### src/rtl/abre_pkg.sv
// ----------------------------------------------------------------------------
// Adaptive binary range encoder package
// Shared types, codes and constants of the range encoder block.
// ----------------------------------------------------------------------------
package abre_pkg;

  // Probability store geometry.
  localparam int unsigned CONTEXTS  = 256;
  localparam int unsigned CTX_BITS  = 8;
  localparam int unsigned PROB_BITS = 11;

  // Coder register widths.
  localparam int unsigned LOW_BITS     = 33;
  localparam int unsigned RANGE_BITS   = 32;
  localparam int unsigned PENDING_BITS = 32;
  localparam int unsigned RUN_LEN_BITS = 32;
  localparam int unsigned SHIFT_BITS   = 4;
  localparam int unsigned PASS_BITS    = 3;

  localparam logic [PROB_BITS-1:0] PROB_MAX = {PROB_BITS{1'b1}};
  localparam logic [PROB_BITS:0]   PROB_TOTAL = {1'b1, {PROB_BITS{1'b0}}};
  localparam logic [PENDING_BITS-1:0] PENDING_MAX = {PENDING_BITS{1'b1}};
  localparam logic [RANGE_BITS-1:0] RANGE_INIT = {RANGE_BITS{1'b1}};

  // A flush shifts out five bytes; the counter runs from zero to FLUSH_LAST.
  localparam int unsigned FLUSH_CNT_BITS = 3;
  localparam logic [FLUSH_CNT_BITS-1:0] FLUSH_LAST = 3'd4;

  // Output queue geometry.
  localparam int unsigned OUT_DEPTH    = 2;
  localparam int unsigned OUT_PTR_BITS = 1;

  // Reset values of the configuration registers.
  localparam logic [SHIFT_BITS-1:0] FAST_SHIFT_RST = 4'd4;
  localparam logic [SHIFT_BITS-1:0] SLOW_SHIFT_RST = 4'd5;
  localparam logic [PASS_BITS-1:0]  FAST_PASS_RST  = 3'd2;

  // Command codes.
  localparam logic CMD_ENCODE = 1'b0;
  localparam logic CMD_FLUSH  = 1'b1;

  // Configuration register indexes.
  typedef enum logic [1:0] {
    CFG_FAST_SHIFT = 2'd0,
    CFG_SLOW_SHIFT = 2'd1,
    CFG_FAST_PASS  = 2'd2
  } cfg_idx_e;

  // Coder sequencer states.
  typedef enum logic [2:0] {
    ST_IDLE,
    ST_MUL,
    ST_UPD,
    ST_SH2,
    ST_FLUSH
  } coder_state_e;

  typedef struct packed {
    logic                 command;
    logic                 bit_value;
    logic [CTX_BITS-1:0]  context_req;
    logic [PASS_BITS-1:0] pass_code;
  } in_item_t;

  typedef struct packed {
    logic [7:0]              head_byte;
    logic [7:0]              run_byte;
    logic [RUN_LEN_BITS-1:0] run_length;
    logic                    run_overflow;
    logic                    last;
  } out_item_t;

  typedef struct packed {
    logic [SHIFT_BITS-1:0] fast_shift;
    logic [SHIFT_BITS-1:0] slow_shift;
    logic [PASS_BITS-1:0]  fast_pass;
  } cfg_t;

  // Control of the probability store by the coder.
  typedef struct packed {
    logic                 rd_en;
    logic [CTX_BITS-1:0]  rd_addr;
    logic                 wr_en;
    logic [CTX_BITS-1:0]  wr_addr;
    logic [PROB_BITS-1:0] wr_data;
    logic                 clear;
  } store_ctl_t;

endpackage

### src/rtl/abre_prob_store.sv
// ----------------------------------------------------------------------------
// Probability store
// Synchronous single-port-read, single-port-write probability memory with
// one valid bit per entry; an entry that is not valid reads as PROB_MAX.
// ----------------------------------------------------------------------------
module abre_prob_store (
  input  logic                             clk_i,
  input  logic                             rst_ni,
  input  abre_pkg::store_ctl_t             ctl_i,
  output logic [abre_pkg::PROB_BITS-1:0]   prob_o
);

  logic [abre_pkg::PROB_BITS-1:0] mem_q [abre_pkg::CONTEXTS];
  logic [abre_pkg::CONTEXTS-1:0]  valid_q;
  logic [abre_pkg::PROB_BITS-1:0] rd_data_q;
  logic                           rd_valid_q;

  // Memory array and registered read data.
  always_ff @(posedge clk_i) begin
    if (ctl_i.wr_en) begin
      mem_q[ctl_i.wr_addr] <= ctl_i.wr_data;
    end
    if (ctl_i.rd_en) begin
      rd_data_q <= mem_q[ctl_i.rd_addr];
    end
  end

  // Valid bits: cleared at once by reset or by a flush, set on a write.
  always_ff @(posedge clk_i or negedge rst_ni) begin
    if (!rst_ni) begin
      valid_q    <= '0;
      rd_valid_q <= 1'b0;
    end else begin
      if (ctl_i.clear) begin
        valid_q <= '0;
      end else if (ctl_i.wr_en) begin
        valid_q[ctl_i.wr_addr] <= 1'b1;
      end
      if (ctl_i.rd_en) begin
        rd_valid_q <= valid_q[ctl_i.rd_addr] && !ctl_i.clear;
      end
    end
  end

  assign prob_o = rd_valid_q ? rd_data_q : abre_pkg::PROB_MAX;

endmodule

### src/rtl/abre_out_fifo.sv
// ----------------------------------------------------------------------------
// Result queue
// Two-entry queue between the coder and the output channel, so that the
// coder keeps working while a finished result waits for its transfer.
// ----------------------------------------------------------------------------
module abre_out_fifo (
  input  logic                 clk_i,
  input  logic                 rst_ni,
  input  logic                 push_i,
  input  abre_pkg::out_item_t  push_data_i,
  output logic                 full_o,
  output logic                 out_valid_o,
  input  logic                 out_ready_i,
  output abre_pkg::out_item_t  out_data_o
);

  abre_pkg::out_item_t                 entry_q [abre_pkg::OUT_DEPTH];
  logic [abre_pkg::OUT_PTR_BITS-1:0]   wr_ptr_q, wr_ptr_d;
  logic [abre_pkg::OUT_PTR_BITS-1:0]   rd_ptr_q, rd_ptr_d;
  logic [abre_pkg::OUT_PTR_BITS:0]     count_q, count_d;
  logic                                pop;

  assign full_o      = (count_q == (abre_pkg::OUT_PTR_BITS+1)'(abre_pkg::OUT_DEPTH));
  assign out_valid_o = (count_q != '0);
  assign out_data_o  = entry_q[rd_ptr_q];
  assign pop         = out_valid_o && out_ready_i;

  // Pointer and fill count update.
  always_comb begin
    wr_ptr_d = wr_ptr_q;
    rd_ptr_d = rd_ptr_q;
    count_d  = count_q;
    if (push_i) begin
      wr_ptr_d = wr_ptr_q + 1'b1;
    end
    if (pop) begin
      rd_ptr_d = rd_ptr_q + 1'b1;
    end
    if (push_i && !pop) begin
      count_d = count_q + 1'b1;
    end else if (pop && !push_i) begin
      count_d = count_q - 1'b1;
    end
  end

  always_ff @(posedge clk_i or negedge rst_ni) begin
    if (!rst_ni) begin
      wr_ptr_q <= '0;
      rd_ptr_q <= '0;
      count_q  <= '0;
    end else begin
      wr_ptr_q <= wr_ptr_d;
      rd_ptr_q <= rd_ptr_d;
      count_q  <= count_d;
    end
  end

  // Entry storage.
  always_ff @(posedge clk_i) begin
    if (push_i) begin
      entry_q[wr_ptr_q] <= push_data_i;
    end
  end

endmodule

### src/rtl/abre_coder.sv
// ----------------------------------------------------------------------------
// Range coder sequencer
// Reads the context probability, multiplies, adapts and writes it back, updates
// low and range, and shifts one byte group per cycle unless the queue is full.
// ----------------------------------------------------------------------------
module abre_coder (
  input  logic                           clk_i,
  input  logic                           rst_ni,
  input  abre_pkg::cfg_t                 cfg_i,
  input  logic                           in_valid_i,
  output logic                           in_ready_o,
  input  abre_pkg::in_item_t             in_data_i,
  input  logic [abre_pkg::PROB_BITS-1:0] prob_i,
  output abre_pkg::store_ctl_t           store_ctl_o,
  output logic                           push_o,
  output abre_pkg::out_item_t            push_data_o,
  input  logic                           full_i
);

  localparam int unsigned LB  = abre_pkg::LOW_BITS;
  localparam int unsigned RB  = abre_pkg::RANGE_BITS;
  localparam int unsigned PB  = abre_pkg::PROB_BITS;
  localparam int unsigned PDB = abre_pkg::PENDING_BITS;

  abre_pkg::coder_state_e state_q, state_d;

  logic [LB-1:0]                        low_q, low_d;
  logic [RB-1:0]                        range_q, range_d;
  logic [7:0]                           cache_q, cache_d;
  logic [PDB-1:0]                       pend_q, pend_d;
  logic                                 lost_q, lost_d;
  logic [abre_pkg::FLUSH_CNT_BITS-1:0]  flush_cnt_q, flush_cnt_d;
  logic [RB-1:0]                        bound_q, bound_d;
  logic                                 bit_q, bit_d;
  logic [abre_pkg::CTX_BITS-1:0]        ctx_q, ctx_d;
  logic [abre_pkg::PASS_BITS-1:0]       pass_q, pass_d;

  logic                                 accept;
  logic [abre_pkg::SHIFT_BITS-1:0]      adapt_sh;
  logic [RB-PB-1:0]                     range_hi;
  logic [RB-1:0]                        bound_calc;
  logic [PB:0]                          p_gap;
  logic [PB:0]                          p_up;
  logic [PB-1:0]                        p_dn;
  logic [PB-1:0]                        p_new;

  logic [LB-1:0]                        low_n;
  logic [RB-1:0]                        range_n;
  logic                                 renorm1;
  logic                                 need2;

  logic                                 shift_act;
  logic [LB-1:0]                        sh_low;
  logic                                 sh_emit;
  logic                                 sh_carry;
  logic                                 flush_end;
  logic                                 go;

  assign accept = in_valid_i && in_ready_o;

  // Multiply stage: split point of the range and the adapted probability.
  assign adapt_sh   = (pass_q == cfg_i.fast_pass) ? cfg_i.fast_shift : cfg_i.slow_shift;
  assign range_hi   = range_q[RB-1:PB];
  assign bound_calc = RB'(range_hi) * RB'(prob_i);
  assign p_gap      = abre_pkg::PROB_TOTAL - {1'b0, prob_i};
  assign p_up       = {1'b0, prob_i} + (p_gap >> adapt_sh);
  assign p_dn       = prob_i - (prob_i >> adapt_sh);

  always_comb begin
    if (!bit_q) begin
      p_new = (p_up > {1'b0, abre_pkg::PROB_MAX}) ? abre_pkg::PROB_MAX : p_up[PB-1:0];
    end else begin
      p_new = (p_dn == '0) ? PB'(1) : p_dn;
    end
  end

  // Update stage: new low and range, and whether one or two shifts follow.
  always_comb begin
    if (bit_q) begin
      low_n   = low_q + LB'(bound_q);
      range_n = range_q - bound_q;
    end else begin
      low_n   = low_q;
      range_n = bound_q;
    end
  end

  assign renorm1 = (range_n[RB-1:RB-8] == '0);
  assign need2   = (range_n[RB-1:RB-16] == '0);

  // Byte shifter, shared by renormalization and flush.
  assign shift_act = ((state_q == abre_pkg::ST_UPD) && renorm1) ||
                     (state_q == abre_pkg::ST_SH2) || (state_q == abre_pkg::ST_FLUSH);
  assign sh_low    = (state_q == abre_pkg::ST_UPD) ? low_n : low_q;
  assign sh_carry  = sh_low[LB-1];
  assign sh_emit   = sh_carry || (sh_low[LB-2:LB-9] != 8'hFF);
  assign flush_end = (state_q == abre_pkg::ST_FLUSH) && (flush_cnt_q == abre_pkg::FLUSH_LAST);

  // A step that emits waits while the result queue is full.
  assign go     = !(shift_act && sh_emit) || !full_i;
  assign push_o = shift_act && sh_emit && !full_i;

  always_comb begin
    push_data_o.head_byte    = cache_q + {7'b0, sh_carry};
    push_data_o.run_byte     = 8'hFF + {7'b0, sh_carry};
    push_data_o.run_length   = abre_pkg::RUN_LEN_BITS'(pend_q - PDB'(1));
    push_data_o.run_overflow = lost_q;
    push_data_o.last         = flush_end;
  end

  // Input handshake: a new item may enter once the range is settled.
  always_comb begin
    unique case (state_q)
      abre_pkg::ST_IDLE: in_ready_o = 1'b1;
      abre_pkg::ST_UPD:  in_ready_o = go && !(renorm1 && need2);
      abre_pkg::ST_SH2:  in_ready_o = go;
      default:           in_ready_o = 1'b0;
    endcase
  end

  // Next state.
  always_comb begin
    state_d = state_q;
    unique case (state_q)
      abre_pkg::ST_IDLE: begin
        if (accept) begin
          state_d = (in_data_i.command == abre_pkg::CMD_FLUSH) ?
                    abre_pkg::ST_FLUSH : abre_pkg::ST_MUL;
        end
      end
      abre_pkg::ST_MUL: begin
        state_d = abre_pkg::ST_UPD;
      end
      abre_pkg::ST_UPD, abre_pkg::ST_SH2: begin
        if (go) begin
          if ((state_q == abre_pkg::ST_UPD) && renorm1 && need2) begin
            state_d = abre_pkg::ST_SH2;
          end else if (accept) begin
            state_d = (in_data_i.command == abre_pkg::CMD_FLUSH) ?
                      abre_pkg::ST_FLUSH : abre_pkg::ST_MUL;
          end else begin
            state_d = abre_pkg::ST_IDLE;
          end
        end
      end
      abre_pkg::ST_FLUSH: begin
        if (go && flush_end) begin
          state_d = abre_pkg::ST_IDLE;
        end
      end
      default: state_d = abre_pkg::ST_IDLE;
    endcase
  end

  // Datapath register updates.
  always_comb begin
    low_d       = low_q;
    range_d     = range_q;
    cache_d     = cache_q;
    pend_d      = pend_q;
    lost_d      = lost_q;
    flush_cnt_d = flush_cnt_q;
    bound_d     = bound_q;
    bit_d       = bit_q;
    ctx_d       = ctx_q;
    pass_d      = pass_q;

    if (accept) begin
      bit_d       = in_data_i.bit_value;
      ctx_d       = in_data_i.context_req;
      pass_d      = in_data_i.pass_code;
      flush_cnt_d = '0;
    end

    if (state_q == abre_pkg::ST_MUL) begin
      bound_d = bound_calc;
    end

    if ((state_q == abre_pkg::ST_UPD) && go) begin
      low_d   = low_n;
      range_d = range_n;
      if (renorm1) begin
        range_d = range_n << 8;
      end
    end

    if ((state_q == abre_pkg::ST_SH2) && go) begin
      range_d = range_q << 8;
    end

    if ((state_q == abre_pkg::ST_FLUSH) && go) begin
      flush_cnt_d = flush_cnt_q + 1'b1;
    end

    // Shift one byte of low out, settling or extending the pending run.
    if (shift_act && go) begin
      low_d = {1'b0, sh_low[LB-10:0], 8'h00};
      if (sh_emit) begin
        lost_d  = 1'b0;
        cache_d = sh_low[LB-2:LB-9];
        pend_d  = PDB'(1);
      end else if (pend_q == abre_pkg::PENDING_MAX) begin
        lost_d = 1'b1;
      end else begin
        pend_d = pend_q + PDB'(1);
      end
    end

    // The last flush shift returns the coder to its initial state.
    if (flush_end && go) begin
      low_d   = '0;
      range_d = abre_pkg::RANGE_INIT;
      cache_d = '0;
      pend_d  = PDB'(1);
      lost_d  = 1'b0;
    end
  end

  always_ff @(posedge clk_i or negedge rst_ni) begin
    if (!rst_ni) begin
      state_q     <= abre_pkg::ST_IDLE;
      low_q       <= '0;
      range_q     <= abre_pkg::RANGE_INIT;
      cache_q     <= '0;
      pend_q      <= PDB'(1);
      lost_q      <= 1'b0;
      flush_cnt_q <= '0;
    end else begin
      state_q     <= state_d;
      low_q       <= low_d;
      range_q     <= range_d;
      cache_q     <= cache_d;
      pend_q      <= pend_d;
      lost_q      <= lost_d;
      flush_cnt_q <= flush_cnt_d;
    end
  end

  // Item fields and the registered product.
  always_ff @(posedge clk_i) begin
    bound_q <= bound_d;
    bit_q   <= bit_d;
    ctx_q   <= ctx_d;
    pass_q  <= pass_d;
  end

  // Probability store access: read on transfer, write back in the multiply step.
  always_comb begin
    store_ctl_o.rd_en   = accept;
    store_ctl_o.rd_addr = in_data_i.context_req;
    store_ctl_o.wr_en   = (state_q == abre_pkg::ST_MUL);
    store_ctl_o.wr_addr = ctx_q;
    store_ctl_o.wr_data = p_new;
    store_ctl_o.clear   = flush_end && go;
  end

endmodule

### src/rtl/adaptive_binary_range_encoder_unit.sv
// ----------------------------------------------------------------------------
// Adaptive binary range encoder
// Flow: an encode bit reads its probability on transfer, then passes the
// multiply and update states, and a shift state if it needs two
// renormalization shifts; a flush shifts out five bytes in the flush state.
// The next item may enter in an encode bit's last update or shift state.
// Reset: coder state returns to its initial values and the probability valid
// bits clear at once, so no clearing pass follows reset or a flush.
// ----------------------------------------------------------------------------
module adaptive_binary_range_encoder_unit (
  input  logic                clk_i,
  input  logic                rst_ni,
  input  logic                in_valid_i,
  output logic                in_ready_o,
  input  abre_pkg::in_item_t  in_data_i,
  output logic                out_valid_o,
  input  logic                out_ready_i,
  output abre_pkg::out_item_t out_data_o,
  input  logic                cfg_we_i,
  input  logic [1:0]          cfg_idx_i,
  input  logic [3:0]          cfg_data_i
);

  abre_pkg::cfg_t                   cfg_q;
  abre_pkg::store_ctl_t             store_ctl;
  logic [abre_pkg::PROB_BITS-1:0]   prob;
  logic                             push;
  abre_pkg::out_item_t              push_data;
  logic                             full;

  // Configuration registers.
  always_ff @(posedge clk_i or negedge rst_ni) begin
    if (!rst_ni) begin
      cfg_q.fast_shift <= abre_pkg::FAST_SHIFT_RST;
      cfg_q.slow_shift <= abre_pkg::SLOW_SHIFT_RST;
      cfg_q.fast_pass  <= abre_pkg::FAST_PASS_RST;
    end else if (cfg_we_i) begin
      unique case (abre_pkg::cfg_idx_e'(cfg_idx_i))
        abre_pkg::CFG_FAST_SHIFT: cfg_q.fast_shift <= cfg_data_i;
        abre_pkg::CFG_SLOW_SHIFT: cfg_q.slow_shift <= cfg_data_i;
        abre_pkg::CFG_FAST_PASS:  cfg_q.fast_pass  <= cfg_data_i[abre_pkg::PASS_BITS-1:0];
        default: ;
      endcase
    end
  end

  abre_prob_store u_store (
    .clk_i  (clk_i),
    .rst_ni (rst_ni),
    .ctl_i  (store_ctl),
    .prob_o (prob)
  );

  abre_coder u_coder (
    .clk_i       (clk_i),
    .rst_ni      (rst_ni),
    .cfg_i       (cfg_q),
    .in_valid_i  (in_valid_i),
    .in_ready_o  (in_ready_o),
    .in_data_i   (in_data_i),
    .prob_i      (prob),
    .store_ctl_o (store_ctl),
    .push_o      (push),
    .push_data_o (push_data),
    .full_i      (full)
  );

  abre_out_fifo u_fifo (
    .clk_i       (clk_i),
    .rst_ni      (rst_ni),
    .push_i      (push),
    .push_data_i (push_data),
    .full_o      (full),
    .out_valid_o (out_valid_o),
    .out_ready_i (out_ready_i),
    .out_data_o  (out_data_o)
  );

`ifndef SYNTHESIS
  // A result is never pushed into a full queue.
  a_no_push_full: assert property (@(posedge clk_i) disable iff (!rst_ni)
    push |-> !full)
    else $error("result pushed into full queue");

  // The cycle after a transfer the coder is busy with that item.
  a_busy_after_transfer: assert property (@(posedge clk_i) disable iff (!rst_ni)
    (in_valid_i && in_ready_o) |=> !in_ready_o)
    else $error("input taken in the cycle after a transfer");

  // An encode transfer writes its adapted probability back in the following cycle.
  a_writeback: assert property (@(posedge clk_i) disable iff (!rst_ni)
    (in_valid_i && in_ready_o && (in_data_i.command == abre_pkg::CMD_ENCODE))
    |=> store_ctl.wr_en)
    else $error("probability write-back missing");

  // The store is never written or read in a cycle in which it is cleared.
  a_no_write_clear: assert property (@(posedge clk_i) disable iff (!rst_ni)
    store_ctl.clear |-> !store_ctl.wr_en && !store_ctl.rd_en)
    else $error("store cleared while accessed");
`endif

endmodule
### config.mk
export PLATFORM = sky130hd
export DESIGN_NAME = adaptive_binary_range_encoder_unit
export DESIGN_NICKNAME = d
export VERILOG_FILES = /design/src/rtl/abre_pkg.sv /design/src/rtl/abre_prob_store.sv /design/src/rtl/abre_out_fifo.sv /design/src/rtl/abre_coder.sv /design/src/rtl/adaptive_binary_range_encoder_unit.sv
export SDC_FILE = /design/constraint.sdc
export NUM_CORES = 2
export LEC_CHECK = 0
export ABC_AREA = 1
export CORE_UTILIZATION = 60
export CTS_BUF_LIST = sky130_fd_sc_hd__clkbuf_4 sky130_fd_sc_hd__clkbuf_8 sky130_fd_sc_hd__clkbuf_16
export CTS_CLUSTER_SIZE = 24
export DETAILED_ROUTE_END_ITERATION = 6
export DONT_BUFFER_PORTS = 1
export PLACE_DENSITY = 0.76
export RECOVER_POWER = 100
export SLEW_MARGIN = 10
export SYNTH_ARGS = -nofsm -noshare
export SYNTH_HDL_FRONTEND = slang
export SYNTH_SLANG_ARGS = --single-unit
### constraint.sdc
create_clock -name clk_i -period 22.2 [get_ports clk_i]
set_input_delay 1.11 -clock clk_i [delete_from_list [all_inputs] [get_ports clk_i]]
set_output_delay 1.11 -clock clk_i [all_outputs]
set_load 0.1 [all_outputs]
==> metrics.cfg <==
[synthesis]
syn_nets = 13553
synth_top_family_by_area = compound AO/OA/AOI/OAI gates
synth_seq_cells = 3341
synth-compound-area-share = 0.1387
synth-edff-count = 2957
synth_adder_area_share = 0.03729
synth-seq-area-share = 0.6648
syn_area_sq_mm = 0.1481
synth_cell_types = 57
yosys_warnings = 0
async_flop_share = 0.1149
syn_area_per_cell_sq_um = 11.23
syn_inst = 13192
synthMuxAreaShare = 0.0002704
synth_simple_gate_area_share = 0.1100
ys.flop_type = edfxtp_1
synth-xor-area-share = 0.008458

[timing]
final_max_slew_viol_count = 4187
worst_hold_slack_ps = 258.6
fmax_ghz = 0.06961
setup_viol = 0
finalCritPeriodShare = 0.6471
period_needed_ps = 14370
hold_viol_final = 0
rsz0062_at_grt = false
fin_tns_setup_ps = 0
relSlewSlack = -5.410
worstMarginPinSlew_ps = 9615
finalClockSkew_ps = 60.31
finalWorstSetupSlack_ps = 7835

[setup_path]
cp-end-kind = flip-flop
reg2reg_slack_ps = 7830
path_buf_inv = 6
critPathKind = flip-flop to flip-flop
worstSetupPathDepth = 31
slowest_delay_ps = 4520
cp_top_family = buffers and inverters
worstPathArrival_ps = 14550
crit_required_ps = 22380
startpoint_type = flip-flop
ff2ff_path_depth = 31
cp_max_fo = 169
crit_top_cell = o21ai_0
cp_slowest_cell = clkinvlp_2

[cts]
insertion_delay_ps = 980
clock_sinks = 3341
cts_tree = done
cts_buffers = 348
htree_num_levels = 5
post-cts-setup-buffers = 0
clock_path_buffers = 4
ctsResizeCount = 0
root_buffer = clkbuf_16
clkSlewWorstSetupHoldPaths_ps = 60

[die]
die-area_sq_mm = 0.2488
core_area_sq_mm = 0.2457
top_level_ports = 76
initial_core_util = 0.6027
die_w_um = 498.8
placement_rows = 182
fp.dieH_um = 498.8

[placed_design]
dp_hpwl_um = 238600
dpl_worst_slack_ps = 13400
gp_congestion = 0.9551
numPortBuffers = 0

[routing]
dr.first_iter.drc_count = 15939
via_count = 106830
dr.pass1.iters = 7
ant_nets = 0
via_per_inst = 6.507
drc = 16
wl_um = 422800
routedWlPerCell_um = 25.75

[hold_path]
hold_depth = 0
hp-class = input port to flip-flop

[layout]
drive_gt1_frac = 0.05664
areaGrowthSynthToFinish_pct = 9.112
finalNetCount = 13280
mostFrequentLayoutCells = edfxtp_1 (2,957), nor2_1 (2,749), o21ai_0 (2,224), nand2_1 (1,115), o22ai_1 (912)
multi_input_area_sq_mm = 0.04360
final_common_cell = edfxtp_1
fillers = 17559
final-seq-area_sq_mm = 0.09845

[flow_run]
maxCapViolations = 91

[status]
status = finished with violations
violations = design-rule violations, max-capacitance violations, max-slew violations

[global_routing]
grt_use_total = 0.3333
gr-total-overflow = 0
grt_pass1_vias = 102198
grt_pass1_wl_um = 627800
antenna_found_initial = 10
grt_max_degree = 1539

cell usage after synthesis (4+ instances only):
cell type | number | area (sq um)
clkinv_1 | 7 | 26.28
inv_2 | 6 | 22.52
buf_4 | 11 | 82.58
xnor2_1 | 42 | 367.9
ha_1 | 163 | 2039
nor3_2 | 5 | 50.05
mux2i_1 | 4 | 40.04
nor2_1 | 2745 | 10300
a31oi_1 | 19 | 118.9
a21oi_1 | 137 | 685.7
o221ai_1 | 49 | 429.2
nor4_1 | 4 | 25.02
nand4_1 | 21 | 131.4
dfstp_2 | 37 | 972.2
nand2_4 | 5 | 56.30
nand3_1 | 184 | 920.9
o21bai_1 | 12 | 90.09
nand2_1 | 1108 | 4159
a311oi_1 | 8 | 70.07
inv_1 | 673 | 2526
nor3_1 | 40 | 200.2
o32ai_1 | 51 | 446.7
o21ai_1 | 30 | 150.1
o21ai_2 | 9 | 78.83
buf_1 | 34 | 127.6
buf_6 | 6 | 67.56
o21ai_0 | 2191 | 10970
o22ai_1 | 912 | 5705
edfxtp_1 | 2957 | 88800
nand3_2 | 7 | 70.07
nand2_2 | 9 | 56.30
dfrtp_1 | 347 | 8683
buf_2 | 64 | 320.3
o21a_1 | 189 | 1419
nor2_2 | 11 | 68.82
nand3b_1 | 6 | 45.04
clkbuf_1 | 745 | 2796
o221a_2 | 17 | 191.4
or2_2 | 10 | 62.56
fa_1 | 174 | 3483
o211ai_1 | 14 | 105.1
xor2_1 | 101 | 884.6
sequential cells by signal, summed over array words and instances, names as in the netlist, 2 cells and up:
signal and flops:
u_coder.flush_cnt_q 3, u_coder.pass_q 3, cfg_q 11, u_coder.state_q 3, u_store.mem_q 2816, u_coder.range_q 32
u_store.valid_q 256, u_coder.pend_q 32, u_coder.bound_q 32, u_fifo.entry_q 86, u_store.rd_data_q 11, u_coder.cache_q 8
u_fifo.count_q 2, u_coder.ctx_q 8, u_coder.low_q 33
cells by family after synthesis:
| group | after synthesis |
|---|---|
| compound gates | 3650 |
| mux | 4 |
| buf+inv | 1548 |
| simple gates | 4169 |
| fa+ha+maj | 337 |
| xor+xnor | 143 |
| flops | 3341 |
per-stage QoR:
stage / instance area [sq um] / std cells / util
finish: 161600 / 16417 / 0.6576
global route: 161600 / 16410 / 0.6575
CTS: 162300 / 16393 / 0.6606
detailed placement: 150800 / 15771 / 0.6135
global placement: 150700 / 15771 / 0.6135
floorplan: 148100 / 13192 / -
cell type report:
cell class | count | area share
sequential | 3341 | 0.6093
multi-input combinational | 8303 | 0.2698
clock buffer | 452 | 0.06036
tap | 3220 | 0.02493
inverter | 687 | 0.01615
clock inverter | 167 | 0.01077
timing repair buffer | 238 | 0.008533
antenna | 9 | 0.0001394
timing repair:
action,4_1_cts,5_1_grt
setup endpoints to repair,0,0
endpoints found under the hold margin,327,0
hold buffers,3,0
metal layers:
metal / GRT usage / wire [um] / share of wire
met1: 0.4422 / 154700 / 0.37
met2: 0.5178 / 193600 / 0.46
met3: 0.07383 / 49600 / 0.12
met4: 0.1751 / 24810 / 0.059
met5: 0 / 27 / 0.000064
worst paths after layout:
| kind | start | end |
|---|---|---|
| min in group asynchronous | rst_ni | u_coder.range_q[13] |
| max | u_store.rd_valid_q | u_store.mem_q[243][10] |
| min | in_data_i[10] | u_coder.ctx_q[7] |
| min reg2reg | u_store.valid_q[179] | u_store.valid_q[179] |
| max in group asynchronous | rst_ni | u_store.valid_q[214] |
| max reg2reg | u_store.rd_valid_q | u_store.mem_q[243][10] |
Power is left out: the tool's default activity adds up to more than one toggle a clock period on the data nets, which glitch-free logic cannot reach.
